<file path="src/hdl/i2crm_pkg.sv">
// i2crm_pkg: shared widths, bus sequencer state codes and constants for the
// I2C register master. No dependencies.
package i2crm_pkg;

	localparam int StateW = 5;
	localparam int CountW = 16;

	localparam logic [StateW-1:0] ST_IDLE      = 5'd0;
	localparam logic [StateW-1:0] ST_START     = 5'd1;
	localparam logic [StateW-1:0] ST_ADDRW     = 5'd2;
	localparam logic [StateW-1:0] ST_ADDRW_ACK = 5'd3;
	localparam logic [StateW-1:0] ST_REG       = 5'd4;
	localparam logic [StateW-1:0] ST_REG_ACK   = 5'd5;
	localparam logic [StateW-1:0] ST_DATA      = 5'd6;
	localparam logic [StateW-1:0] ST_DATA_ACK  = 5'd7;
	localparam logic [StateW-1:0] ST_ADDRR     = 5'd8;
	localparam logic [StateW-1:0] ST_ADDRR_ACK = 5'd9;
	localparam logic [StateW-1:0] ST_WAIT      = 5'd10;
	localparam logic [StateW-1:0] ST_RESTART   = 5'd11;
	localparam logic [StateW-1:0] ST_RX        = 5'd12;
	localparam logic [StateW-1:0] ST_RXACK     = 5'd13;
	localparam logic [StateW-1:0] ST_STOP      = 5'd14;

	localparam logic [1:0] MODE_TICK   = 2'd0;
	localparam logic [1:0] MODE_WRITE  = 2'd1;
	localparam logic [1:0] MODE_READ   = 2'd2;
	localparam logic [1:0] MODE_SUPPLY = 2'd3;

	localparam logic [1:0] PH_0 = 2'd0;
	localparam logic [1:0] PH_1 = 2'd1;
	localparam logic [1:0] PH_2 = 2'd2;
	localparam logic [1:0] PH_3 = 2'd3;

	localparam logic [7:0] MSB_MASK = 8'h80;
	localparam logic [7:0] PHASE_TICKS_RST = 8'd1;

endpackage

</file>
<file path="src/hdl/i2c_register_master.sv">
// i2c_register_master: bit-banged I2C master for register reads and writes.
// Depends on i2crm_pkg.
//
// Usage:
//   Input words on s_* carry a command kind in s_tuser (tick, begin write,
//   begin read, supply write byte) plus SDA level and command fields.
//   Only tick words move the bus sequencer; one tick is one count of the
//   quarter-bit phase timer, whose length (phase_ticks) the user must write
//   on cfg_* only while the block is idle (not enforced by the block). cfg_ready is always high.
//   Every input word yields exactly one output word on m_*: line drive
//   levels, busy, data request, done and any received byte (m_tuser flags a
//   valid byte, m_tlast marks the final byte of a read).
// Latency and throughput:
//   One word per cycle unless m_tready stalls. The result word appears on
//   m_* the cycle after the input word is taken; all sequencer work is one
//   combinational step between the state registers and the output register.
// Stall: s_tready is high while the output register is empty or being
//   drained; a held m_tready blocks only new input, not the held result.
// Reset: arst_n clears the sequencer to idle with SCL and SDA released,
//   phase_ticks to 1 and empties the output register.
module i2c_register_master
	import i2crm_pkg::*;
(
	input  logic        clk,
	input  logic        arst_n,
	input  logic        cfg_valid,
	output logic        cfg_ready,
	input  logic [7:0]  cfg_data,    // phase_ticks
	input  logic        s_tvalid,
	output logic        s_tready,
	input  logic [39:0] s_tdata,     // sda_in, device_addr, register_addr, byte_count, write_data
	input  logic [1:0]  s_tuser,     // mode
	output logic        m_tvalid,
	input  logic        m_tready,
	output logic [15:0] m_tdata,     // scl_out, sda_out, busy_res, data_request, read_data, done_res, pad
	output logic        m_tuser,     // read_valid
	output logic        m_tlast      // read_last
);

	logic [7:0]        phase_ticks_q;
	logic [StateW-1:0] state_q, state_d;
	logic [1:0]        phase_q, phase_d;
	logic [7:0]        tick_q, tick_d;
	logic [2:0]        bit_q, bit_d;
	logic [7:0]        shift_q, shift_d;
	logic [CountW-1:0] left_q, left_d;
	logic [6:0]        slave_q, slave_d;
	logic [7:0]        reg_q, reg_d;
	logic              rd_q, rd_d;
	logic [7:0]        pend_q, pend_d;
	logic              pend_vld_q, pend_vld_d;
	logic              scl_q, scl_d;
	logic              sda_q, sda_d;

	logic              rv, rlast, done;
	logic [7:0]        rdat;
	logic [7:0]        rx_shift;
	logic              adv;
	logic              accept;

	logic              sda_in;
	logic [6:0]        device_addr;
	logic [7:0]        register_addr;
	logic [15:0]       byte_count;
	logic [7:0]        write_data;
	logic [1:0]        mode;

	logic              m_tvalid_q;
	logic [15:0]       m_tdata_q;
	logic              m_tuser_q;
	logic              m_tlast_q;

	assign sda_in        = s_tdata[0];
	assign device_addr   = s_tdata[7:1];
	assign register_addr = s_tdata[15:8];
	assign byte_count    = s_tdata[31:16];
	assign write_data    = s_tdata[39:32];
	assign mode          = s_tuser;

	assign cfg_ready = 1'b1;
	assign s_tready  = !m_tvalid_q || m_tready;
	assign accept    = s_tvalid && s_tready;
	assign rx_shift  = {shift_q[6:0], sda_in};

	always_comb begin
		state_d    = state_q;
		phase_d    = phase_q;
		tick_d     = tick_q;
		bit_d      = bit_q;
		shift_d    = shift_q;
		left_d     = left_q;
		slave_d    = slave_q;
		reg_d      = reg_q;
		rd_d       = rd_q;
		pend_d     = pend_q;
		pend_vld_d = pend_vld_q;
		scl_d      = scl_q;
		sda_d      = sda_q;
		rv         = 1'b0;
		rdat       = 8'd0;
		rlast      = 1'b0;
		done       = 1'b0;
		adv        = 1'b1;

		unique case (mode)
			MODE_WRITE, MODE_READ: begin
				if (state_q == ST_IDLE) begin
					slave_d    = device_addr;
					reg_d      = register_addr;
					left_d     = (byte_count != '0) ? byte_count : CountW'(1);
					rd_d       = (mode == MODE_READ);
					pend_vld_d = 1'b0;
					state_d    = ST_START;
					phase_d    = PH_0;
					tick_d     = 8'd0;
					bit_d      = 3'd0;
				end
			end
			MODE_SUPPLY: begin
				if (state_q != ST_IDLE && !rd_q) begin
					pend_d     = write_data;
					pend_vld_d = 1'b1;
				end
			end
			default: begin
				if (state_q == ST_WAIT) begin
					if (pend_vld_q) begin
						pend_vld_d = 1'b0;
						if (left_q != '0)
							left_d = left_q - CountW'(1);
						state_d = ST_DATA;
						shift_d = pend_q;
						bit_d   = 3'd0;
						phase_d = PH_0;
						tick_d  = 8'd0;
					end
				end else if (state_q != ST_IDLE) begin
					if ({1'b0, tick_q} + 9'd1 < {1'b0, phase_ticks_q}) begin
						tick_d = tick_q + 8'd1;
					end else begin
						tick_d = 8'd0;
						unique case (state_q)
							ST_START, ST_RESTART: begin
								unique case (phase_q)
									PH_0: sda_d = 1'b1;
									PH_1: scl_d = 1'b1;
									PH_2: sda_d = 1'b0;
									default: begin
										scl_d = 1'b0;
										bit_d = 3'd0;
										if (state_q == ST_START) begin
											state_d = ST_ADDRW;
											shift_d = {slave_q, 1'b0};
										end else begin
											state_d = ST_ADDRR;
											shift_d = {slave_q, 1'b1};
										end
									end
								endcase
							end
							ST_ADDRW, ST_REG, ST_DATA, ST_ADDRR: begin
								unique case (phase_q)
									PH_0: sda_d = |(shift_q & MSB_MASK);
									PH_1: scl_d = 1'b1;
									PH_2: scl_d = 1'b0;
									default: begin
										shift_d = {shift_q[6:0], 1'b0};
										if (bit_q == 3'd7) begin
											bit_d   = 3'd0;
											state_d = state_q + StateW'(1);
										end else begin
											bit_d = bit_q + 3'd1;
										end
									end
								endcase
							end
							ST_ADDRW_ACK, ST_REG_ACK, ST_DATA_ACK, ST_ADDRR_ACK: begin
								unique case (phase_q)
									PH_0: sda_d = 1'b1;
									PH_1: scl_d = 1'b1;
									PH_2: begin
										if (sda_in)
											adv = 1'b0;
										else
											scl_d = 1'b0;
									end
									default: begin
										priority if (state_q == ST_ADDRW_ACK) begin
											state_d = ST_REG;
											shift_d = reg_q;
											bit_d   = 3'd0;
										end else if (state_q == ST_REG_ACK) begin
											state_d = rd_q ? ST_RESTART : ST_WAIT;
										end else if (state_q == ST_DATA_ACK) begin
											state_d = (left_q != '0) ? ST_WAIT : ST_STOP;
										end else begin
											state_d = ST_RX;
											shift_d = 8'd0;
											bit_d   = 3'd0;
										end
									end
								endcase
							end
							ST_RX: begin
								unique case (phase_q)
									PH_0: sda_d = 1'b1;
									PH_1: scl_d = 1'b1;
									PH_2: begin
										shift_d = rx_shift;
										scl_d   = 1'b0;
										if (bit_q == 3'd7) begin
											rv    = 1'b1;
											rdat  = rx_shift;
											rlast = (left_q == CountW'(1));
										end
									end
									default: begin
										if (bit_q == 3'd7) begin
											bit_d   = 3'd0;
											state_d = ST_RXACK;
										end else begin
											bit_d = bit_q + 3'd1;
										end
									end
								endcase
							end
							ST_RXACK: begin
								unique case (phase_q)
									PH_0: sda_d = (left_q <= CountW'(1));
									PH_1: scl_d = 1'b1;
									PH_2: scl_d = 1'b0;
									default: begin
										sda_d = 1'b1;
										// last byte when count is 0 or 1 before decrement
										if (left_q <= CountW'(1)) begin
											left_d  = '0;
											state_d = ST_STOP;
										end else begin
											left_d  = left_q - CountW'(1);
											state_d = ST_RX;
											shift_d = 8'd0;
										end
									end
								endcase
							end
							ST_STOP: begin
								unique case (phase_q)
									PH_0: sda_d = 1'b0;
									PH_1: scl_d = 1'b1;
									PH_2: ;
									default: begin
										sda_d   = 1'b1;
										done    = 1'b1;
										state_d = ST_IDLE;
									end
								endcase
							end
							default: begin
								state_d = ST_IDLE;
								scl_d   = 1'b1;
								sda_d   = 1'b1;
							end
						endcase
						if (adv)
							phase_d = phase_q + 2'd1;
					end
				end
			end
		endcase
	end

	always_ff @(posedge clk or negedge arst_n) begin
		if (!arst_n) begin
			phase_ticks_q <= PHASE_TICKS_RST;
		end else if (cfg_valid) begin
			phase_ticks_q <= cfg_data;
		end
	end

	always_ff @(posedge clk or negedge arst_n) begin
		if (!arst_n) begin
			state_q    <= ST_IDLE;
			phase_q    <= PH_0;
			tick_q     <= 8'd0;
			bit_q      <= 3'd0;
			shift_q    <= 8'd0;
			left_q     <= '0;
			slave_q    <= 7'd0;
			reg_q      <= 8'd0;
			rd_q       <= 1'b0;
			pend_vld_q <= 1'b0;
			scl_q      <= 1'b1;
			sda_q      <= 1'b1;
		end else if (accept) begin
			state_q    <= state_d;
			phase_q    <= phase_d;
			tick_q     <= tick_d;
			bit_q      <= bit_d;
			shift_q    <= shift_d;
			left_q     <= left_d;
			slave_q    <= slave_d;
			reg_q      <= reg_d;
			rd_q       <= rd_d;
			pend_vld_q <= pend_vld_d;
			scl_q      <= scl_d;
			sda_q      <= sda_d;
		end
	end

	// pending byte is gated by its valid flag, no reset
	always_ff @(posedge clk) begin
		if (accept)
			pend_q <= pend_d;
	end

	always_ff @(posedge clk or negedge arst_n) begin
		if (!arst_n) begin
			m_tvalid_q <= 1'b0;
		end else if (accept) begin
			m_tvalid_q <= 1'b1;
		end else if (m_tready) begin
			m_tvalid_q <= 1'b0;
		end
	end

	always_ff @(posedge clk) begin
		if (accept) begin
			m_tdata_q <= {3'd0, done, rdat,
				(state_d == ST_WAIT) && !pend_vld_d,
				state_d != ST_IDLE, sda_d, scl_d};
			m_tuser_q <= rv;
			m_tlast_q <= rlast;
		end
	end

	assign m_tvalid = m_tvalid_q;
	assign m_tdata  = m_tdata_q;
	assign m_tuser  = m_tuser_q;
	assign m_tlast  = m_tlast_q;

endmodule

</file>
<file path="config.mk">
export PLATFORM = sky130hd
export DESIGN_NAME = i2c_register_master
export DESIGN_NICKNAME = d
export VERILOG_FILES = /design/src/hdl/i2crm_pkg.sv /design/src/hdl/i2c_register_master.sv
export SDC_FILE = /design/constraint.sdc
export NUM_CORES = 1
export LEC_CHECK = 0
export ABC_AREA = 0
export BUFFER_PORTS_ARGS = -buffer_cell sky130_fd_sc_hd__buf_2
export CAP_MARGIN = 20
export CORE_MARGIN = 2
export CORE_UTILIZATION = 30
export DETAILED_ROUTE_END_ITERATION = 8
export GPL_TIMING_DRIVEN = 0
export PLACE_DENSITY = 0.53
export SLEW_MARGIN = 20
export SYNTH_ARGS = -nofsm -noshare
export SYNTH_HDL_FRONTEND = slang
export SYNTH_SLANG_ARGS = --single-unit
</file>
<file path="constraint.sdc">
create_clock -name clk -period 7.8 [get_ports clk]
set_input_delay 0.78 -clock clk [delete_from_list [all_inputs] [get_ports clk]]
set_output_delay 0.78 -clock clk [all_outputs]
set_load 0.05 [all_outputs]
</file>
==> impl_metrics.csv, run 1 <==
group,metric,value,unit
timing,worst_pin_slew,1044,ps
clock_network,postCtsResizedCells,0,
placed_design,hpwl,11950,um
timing,drv_slew,0,
power_and_ir_drop,leakage,2.861,nW
timing,slew_headroom,30.40,%
layout,fill_cells,1855,
grt,grt_pass1_vias,4923,
clock_network,post-cts-setup-buffers,0,
worst_setup_path,critPathMaxStageDelay,610,ps
layout,finalNonFillerCells,906,
timing,hold_ws,404.9,ps
route,wl_per_cell,17.79,um
worst_setup_path,end_kind,"register",
logic_synthesis,ys_seq_elements,93,
timing,hold_viol,0,
floorplanning,die_y,142.2,um
route,first_iter_violations,457,
grt,grt_start_max_net_pins,38,
layout,antenna_cells,0,
timing,finClkSkew,7.805,ps
route,drc,0,
layout,drive_above_1_share,23.81,%
power_and_ir_drop,ir_drop,0.1281,mV
timing,final.min_clock_period,3737,ps
outcome,status,"complete, no violations",
route,wl,16120,um
worst_hold_path,min_path_type,"in2async",
flow_run,cap_violations,0,
placed_design,port_buffers,71,
floorplanning,start_util,30.62,%
worst_setup_path,startpoint,"tick_q[0]$_DFFE_PN0P_",
route,ant_nets,0,
timing,rsz0062_at_grt,"no",
floorplanning,fp.dieW,142.2,um
logic_synthesis,async_reset_ff_share,75.27,%
clock_network,clock_latency,350,ps
clock_network,cts_max_path_buffers,2,
clock_network,holdBufCountCts,0,
worst_setup_path,slowest_stage,"o31ai_1",
worst_setup_path,cp.required,7860,ps
floorplanning,core,18710,um2
logic_synthesis,syn_area,5727,um2
worst_setup_path,reg2reg_from,"tick_q[0]$_DFFE_PN0P_",
clock_network,cts_tree,"yes",
logic_synthesis,synth_cell_types,80,
clock_network,cts_buffers,9,
logic_synthesis,synth_edf_count,23,
worst_setup_path,cp-start-kind,"register",
timing,fmax,267.6,MHz
layout,layout.nets,749,
worst_setup_path,crit_top_cell,"ha_1",
clock_network,cts-htree-levels,3,
logic_synthesis,ys_warn_count,0,
route,vias,4999,
floorplanning,num_rows,50,
placed_design,place.gp.congestion,0.8936,
worst_setup_path,path_class,"reg2reg",
timing,fin_tns_setup,0,ps
layout,utilization,35.74,%
grt,track_usage,16.27,%
layout,final_cell_area,6685,um2
logic_synthesis,avgSynthCellArea,9.840,um2
placed_design,dpl.cell_count,890,
clock_network,cts_root_buf,"clkbuf_16",
floorplanning,ios,76,
logic_synthesis,seq_area_frac_synth,42.71,%
worst_setup_path,critPathMaxFanout,6,
grt,overflow,0,
worst_setup_path,critPathArrivalTime,3800,ps
worst_setup_path,cp_cell_sequence,"ha_1, nand2_1, nor2_1, xor2_1, ha_1, a21o_1, a221o_1, o31ai_1, nor4_1, or3_1, nand4b_1",
grt,antenna_found_initial,0,
layout,area_growth,16.74,%
timing,fin_crit_sh,47.91,%
clock_network,cts.clk_slew.worst_paths,70,ps
logic_synthesis,synth_ff_type,"dfrtp_1",
power_and_ir_drop,power_density,243.8,nW/um2
timing,finalSetupViolations,0,
clock_network,cts_sinks,93,
logic_synthesis,synthCells,582,
route,via_per_inst,5.518,
grt,grt_pass1_wl,26320,um
placed_design,place_area,6405,um2
route,drt_pre_antenna_iters,5,
floorplanning,dieArea,20210,um2
## critical path, delay by kind of cell (launching register included)
kind,cells,cell delay (ps)
AND/OR/NAND/NOR,5,1110
AO/OA/AOI/OAI,3,1190
XOR/XNOR,1,190
flip-flops,1,430
adder cells (fa/ha/maj),2,550
## layout by cell type, fill, tap and decap left out, types with 7 or more instances in the layout
cell        n
a222oi_1    7
nand2_1    38
a21oi_1    35
clkbuf_16   9
buf_2      82
o211ai_1    7
a21o_1      7
buf_4       7
and2_1      9
clkbuf_1   13
a32oi_1     9
nor3_1     12
dfrtp_1    67
nand2b_1    7
ha_1       27
nand3_1    13
o21ai_1    26
o21ai_0    41
edfxtp_1   23
mux2_2     28
nor2_1     30
o22ai_1     7
nor4_1     11
inv_1      29
## cell usage after synthesis (5+ instances only)
cell type	number	area share [%]
a21o_1	7	0.92
a21oi_1	35	3.1
a222oi_1	7	1.2
a22o_1	6	0.92
a32oi_1	9	1.4
and2_1	9	0.98
and3_1	5	0.55
buf_2	12	1.0
buf_4	6	0.79
buf_6	5	0.98
clkbuf_1	12	0.79
dfrtp_1	67	29
edfxtp_1	23	12
ha_1	27	5.9
inv_1	29	1.9
mux2_2	28	5.5
nand2_1	38	2.5
nand2b_1	7	0.76
nand3_1	13	1.1
nor2_1	30	2.0
nor3_1	13	1.1
nor4_1	11	1.2
o211ai_1	7	0.92
o21ai_0	41	3.6
o21ai_1	26	2.3
o22ai_1	7	0.76
o31ai_1	6	0.79
or3_1	6	0.66
## report_power, final
part | switching, mW | internal, mW | total (mW)
Clock | 0.192 | 0.219 | 0.410
Sequential | 0.0923 | 0.606 | 0.698
Combinational | 0.310 | 0.211 | 0.522
## path summary, 6_finish.rpt
path                       depth (start not counted)  slack [ps]                endpoint
min in group clk                                   2         500       sda_q$_DFFE_PN1P_
hold reg to reg                                    2         500       sda_q$_DFFE_PN1P_
setup reg to reg                                  11        4060    m_tdata[2]$_DFFE_PP_
setup / recovery                                  11        4060    m_tdata[2]$_DFFE_PP_
max in group asynchronous                          2        6760       scl_q$_DFFE_PN1P_
hold / removal                                     1         400  left_q[13]$_DFFE_PN0P_
## metrics by stage
stage / power [mW] / setup WS, ps
floorplan: 1.066 / 4696
global placement: 1.203 / 4060
detailed placement: 1.218 / 4132
CTS: 1.640 / 4117
global route: 1.742 / 3854
finish: 1.630 / 4063
## area by class of cell
cell class / instances / area (um2) / share of cell area, %
clock buffers: 10 / 229.0 / 3.425
repair buffers: 72 / 377.9 / 5.652
inverters: 29 / 108.9 / 1.628
plain buffers: 37 / 214.0 / 3.200
well taps: 234 / 292.8 / 4.380
clock inverters: 6 / 46.29 / 0.6925
flip-flops and latches: 93 / 2446 / 36.59
multi-input cells: 425 / 2970 / 44.43
## registers in the layout, indices dropped and copies added (netlist names), 5 cells and up
signal and flops:
phase_ticks_q 8, m_tdata 13, tick_q 8, reg_q 8
slave_q 7, state_q 5, left_q 16, shift_q 8
pend_q 8
## metal layers
| metal | up-vias | part of all wire, % | track usage [%] |
|---|---|---|---|
| met3 | 23 | 5.8 | 3.398 |
| met4 | 0 | 1.7 | 5.421 |
| met5 | - | 0 | 0 |
| li1 | 2361 | - | - |
| met1 | 2430 | 45 | 21.78 |
| met2 | 185 | 47 | 26.26 |
## cells by family (layout without fill, tap and decap cells)
| group | Yosys count | count (layout) | share of synthesized area (%) |
|---|---|---|---|
| xor+xnor | 7 | 7 | 1.071 |
| fa+ha+maj | 27 | 27 | 5.899 |
| simple gates | 168 | 168 | 17.02 |
| flops | 93 | 93 | 42.71 |
| buf+inv | 66 | 154 | 5.637 |
| compound gates | 189 | 189 | 21.65 |
| mux | 30 | 30 | 5.877 |
| other cells | 2 | 4 | 0.1311 |
No activity file was read; power rests on OpenSTA's default activity.
==> run 2: changes to the inputs <==
--- a/config.mk
+++ b/config.mk
@@ -12,7 +12,7 @@
 export CORE_UTILIZATION = 30
 export DETAILED_ROUTE_END_ITERATION = 8
 export GPL_TIMING_DRIVEN = 0
-export PLACE_DENSITY = 0.53
+export PLACE_DENSITY = 0.55
 export SLEW_MARGIN = 20
 export SYNTH_ARGS = -nofsm -noshare
 export SYNTH_HDL_FRONTEND = slang
==> constraint.sdc (replaced) <==
create_clock -name clk -period 3.4 [get_ports clk]
set_input_delay 0.34 -clock clk [delete_from_list [all_inputs] [get_ports clk]]
set_output_delay 0.34 -clock clk [all_outputs]
set_load 0.05 [all_outputs]
==> impl_metrics.csv, run 2 (synthesis gave the netlist of run 1 again) <==
group,metric,value,unit
worst_setup_path,reg2reg_from,"tick_q[0]$_DFFE_PN0P_",
worst_setup_path,cp.required,3560,ps
route,wl,15720,um
worst_setup_path,critPathArrivalTime,3440,ps
clock_network,cts_sinks,93,
timing,rsz0062_at_grt,"no",
timing,finalSetupViolations,0,
timing,finClkSkew,8.345,ps
clock_network,cts_tree,"yes",
layout,utilization,36.64,%
timing,slew_headroom,26.56,%
worst_hold_path,hp-start,"s_tdata[35]",
clock_network,cts_max_path_buffers,2,
layout,layout.nets,757,
clock_network,cts_buffers,9,
clock_network,cts-htree-levels,3,
timing,final.min_clock_period,3271,ps
placed_design,port_buffers,71,
worst_setup_path,startpoint,"tick_q[0]$_DFFE_PN0P_",
worst_setup_path,end_kind,"register",
timing,drv_slew,0,
worst_setup_path,ff2ff_setup_slack,130,ps
worst_hold_path,whs_endpoint,"pend_q[3]$_DFFE_PP_",
route,first_iter_violations,304,
grt,grt_pass1_vias,4848,
timing,hold_viol,0,
worst_setup_path,cp-start-kind,"register",
floorplanning,ios,76,
power_and_ir_drop,ir_drop,0.2886,mV
placed_design,hpwl,11680,um
grt,overflow,0,
worst_hold_path,hold_depth,1,
layout,layout_commonest_cell,"buf_2",
timing,worst_pin_slew,1102,ps
floorplanning,num_rows,50,
route,wl_per_cell,17.19,um
grt,track_usage,15.73,%
layout,area_growth,19.66,%
placed_design,place.gp.congestion,0.9115,
flow_run,cap_violations,0,
worst_setup_path,critPathMaxFanout,9,
timing,fin_crit_sh,96.19,%
grt,antenna_found_initial,0,
worst_setup_path,path_class,"reg2reg",
layout,top_register,"left_q",
layout,antenna_cells,0,
worst_setup_path,r2r_cells,12,
layout,final_cell_mix,"82 x buf_2, 62 x dfrtp_1, 41 x o21ai_0, 38 x nand2_1, 35 x a21oi_1",
route,via_per_inst,5.446,
power_and_ir_drop,power,3.835,mW
layout,fill_cells,1826,
clock_network,cts_root_buf,"clkbuf_16",
outcome,status,"complete, no violations",
route,drt_pre_antenna_iters,5,
floorplanning,start_util,30.62,%
placed_design,post-place-ws,-349.7,ps
grt,grt_start_max_net_pins,38,
power_and_ir_drop,power_density,559.7,nW/um2
floorplanning,dieArea,20210,um2
clock_network,clock_latency,350,ps
worst_setup_path,regToRegEndpoint,"m_tdata[3]$_DFFE_PP_",
route,vias,4978,
floorplanning,fp.dieW,142.2,um
layout,drive_above_1_share,26.76,%
clock_network,cts.clk_slew.worst_paths,70,ps
timing,fmax,305.8,MHz
timing,fin_ws,129.4,ps
worst_hold_path,min_path_type,"in2reg",
floorplanning,die_y,142.2,um
grt,grt_pass1_wl,25420,um
layout,largest_register_ffs,16,
power_and_ir_drop,leakage,2.900,nW
floorplanning,core,18710,um2
route,ant_nets,0,
route,drc,0,
run 2: cell types whose count changed in the layout (fill, tap and decap cells not counted), sizes merged:
cell and delta:
inv +3, dlygate4sd3 +1, buf +7, clkinv -2, clkbuf -1
run 2: layout make-up:
cell class | instances | area (um2) | share of cell area (%)
repair buffers | 80 | 440.4 | 6.427
well taps | 234 | 292.8 | 4.272
flip-flops and latches | 93 | 2452 | 35.79
clock buffers | 9 | 225.2 | 3.286
clock inverters | 7 | 61.31 | 0.8947
plain buffers | 37 | 214.0 | 3.122
multi-input cells | 425 | 3058 | 44.62
inverters | 29 | 108.9 | 1.588
run 2: worst max path at each step:
| stage | end | slack (ps) | cells after the start |
|---|---|---|---|
| 4_1_cts | m_tdata[3]$_DFFE_PP_ | 0.09 | 12 |
| 2_1_floorplan | m_tdata[2]$_DFFE_PP_ | 300 | 11 |
| 3_5_place_dp | m_tdata[3]$_DFFE_PP_ | -350 | 11 |
| 6_report | m_tdata[3]$_DFFE_PP_ | 130 | 12 |
| 3_3_place_gp | m_tdata[3]$_DFFE_PP_ | -330 | 11 |
| 5_1_grt | m_tdata[2]$_DFFE_PP_ | 1 | 12 |
run 2: timing repair:
action                                  in CTS  in global routing
cloned                                       0                  0
hold buffers                                 1                  0
setup buffers                                2                  5
endpoints found under the hold margin       35                  0
gates resized for setup                      8                 13
pin swaps                                    2                  4
endpoints found under the setup margin      23                 39
run 2: critical path: stages (launching register included):
cell	delay, ps
dfrtp_2	420
ha_4	180
nand2_1	110
nor2_2	130
xor2_1	180
ha_1	270
and3_1	200
a221o_2	440
or3_1	370
buf_2	200
o31ai_2	200
a31o_2	160
nor4b_2	220
run 2: where the power goes:
part / leakage, nW / internal, mW / switching (mW)
Sequential: 1.10 / 1.39 / 0.220
Combinational: 1.66 / 0.514 / 0.723
Clock: 0.142 / 0.513 / 0.474
run 2: stage by stage:
| step | hold slack (ps) | cells | setup TNS (ps) | area [um2] |
|---|---|---|---|---|
| after floorplan | 44.41 | 584 | 0 | 5734 |
| final | 159.0 | 914 | 0 | 6853 |
| after detailed placement | 348.7 | 890 | -3998 | 6405 |
| after global routing | 143.6 | 914 | 0 | 6853 |
| after global placement | 476.3 | 889 | -4308 | 6382 |
| after CTS | 141.2 | 909 | 0 | 6759 |
run 2: routing by layer:
layer | track usage, % | vias to the layer above | part of all wire [%]
met1 | 20.92 | 2435 | 46
met3 | 3.028 | 19 | 5.3
met5 | 0 | - | 0
met4 | 5.158 | 0 | 1.7
li1 | - | 2373 | -
met2 | 25.78 | 151 | 47
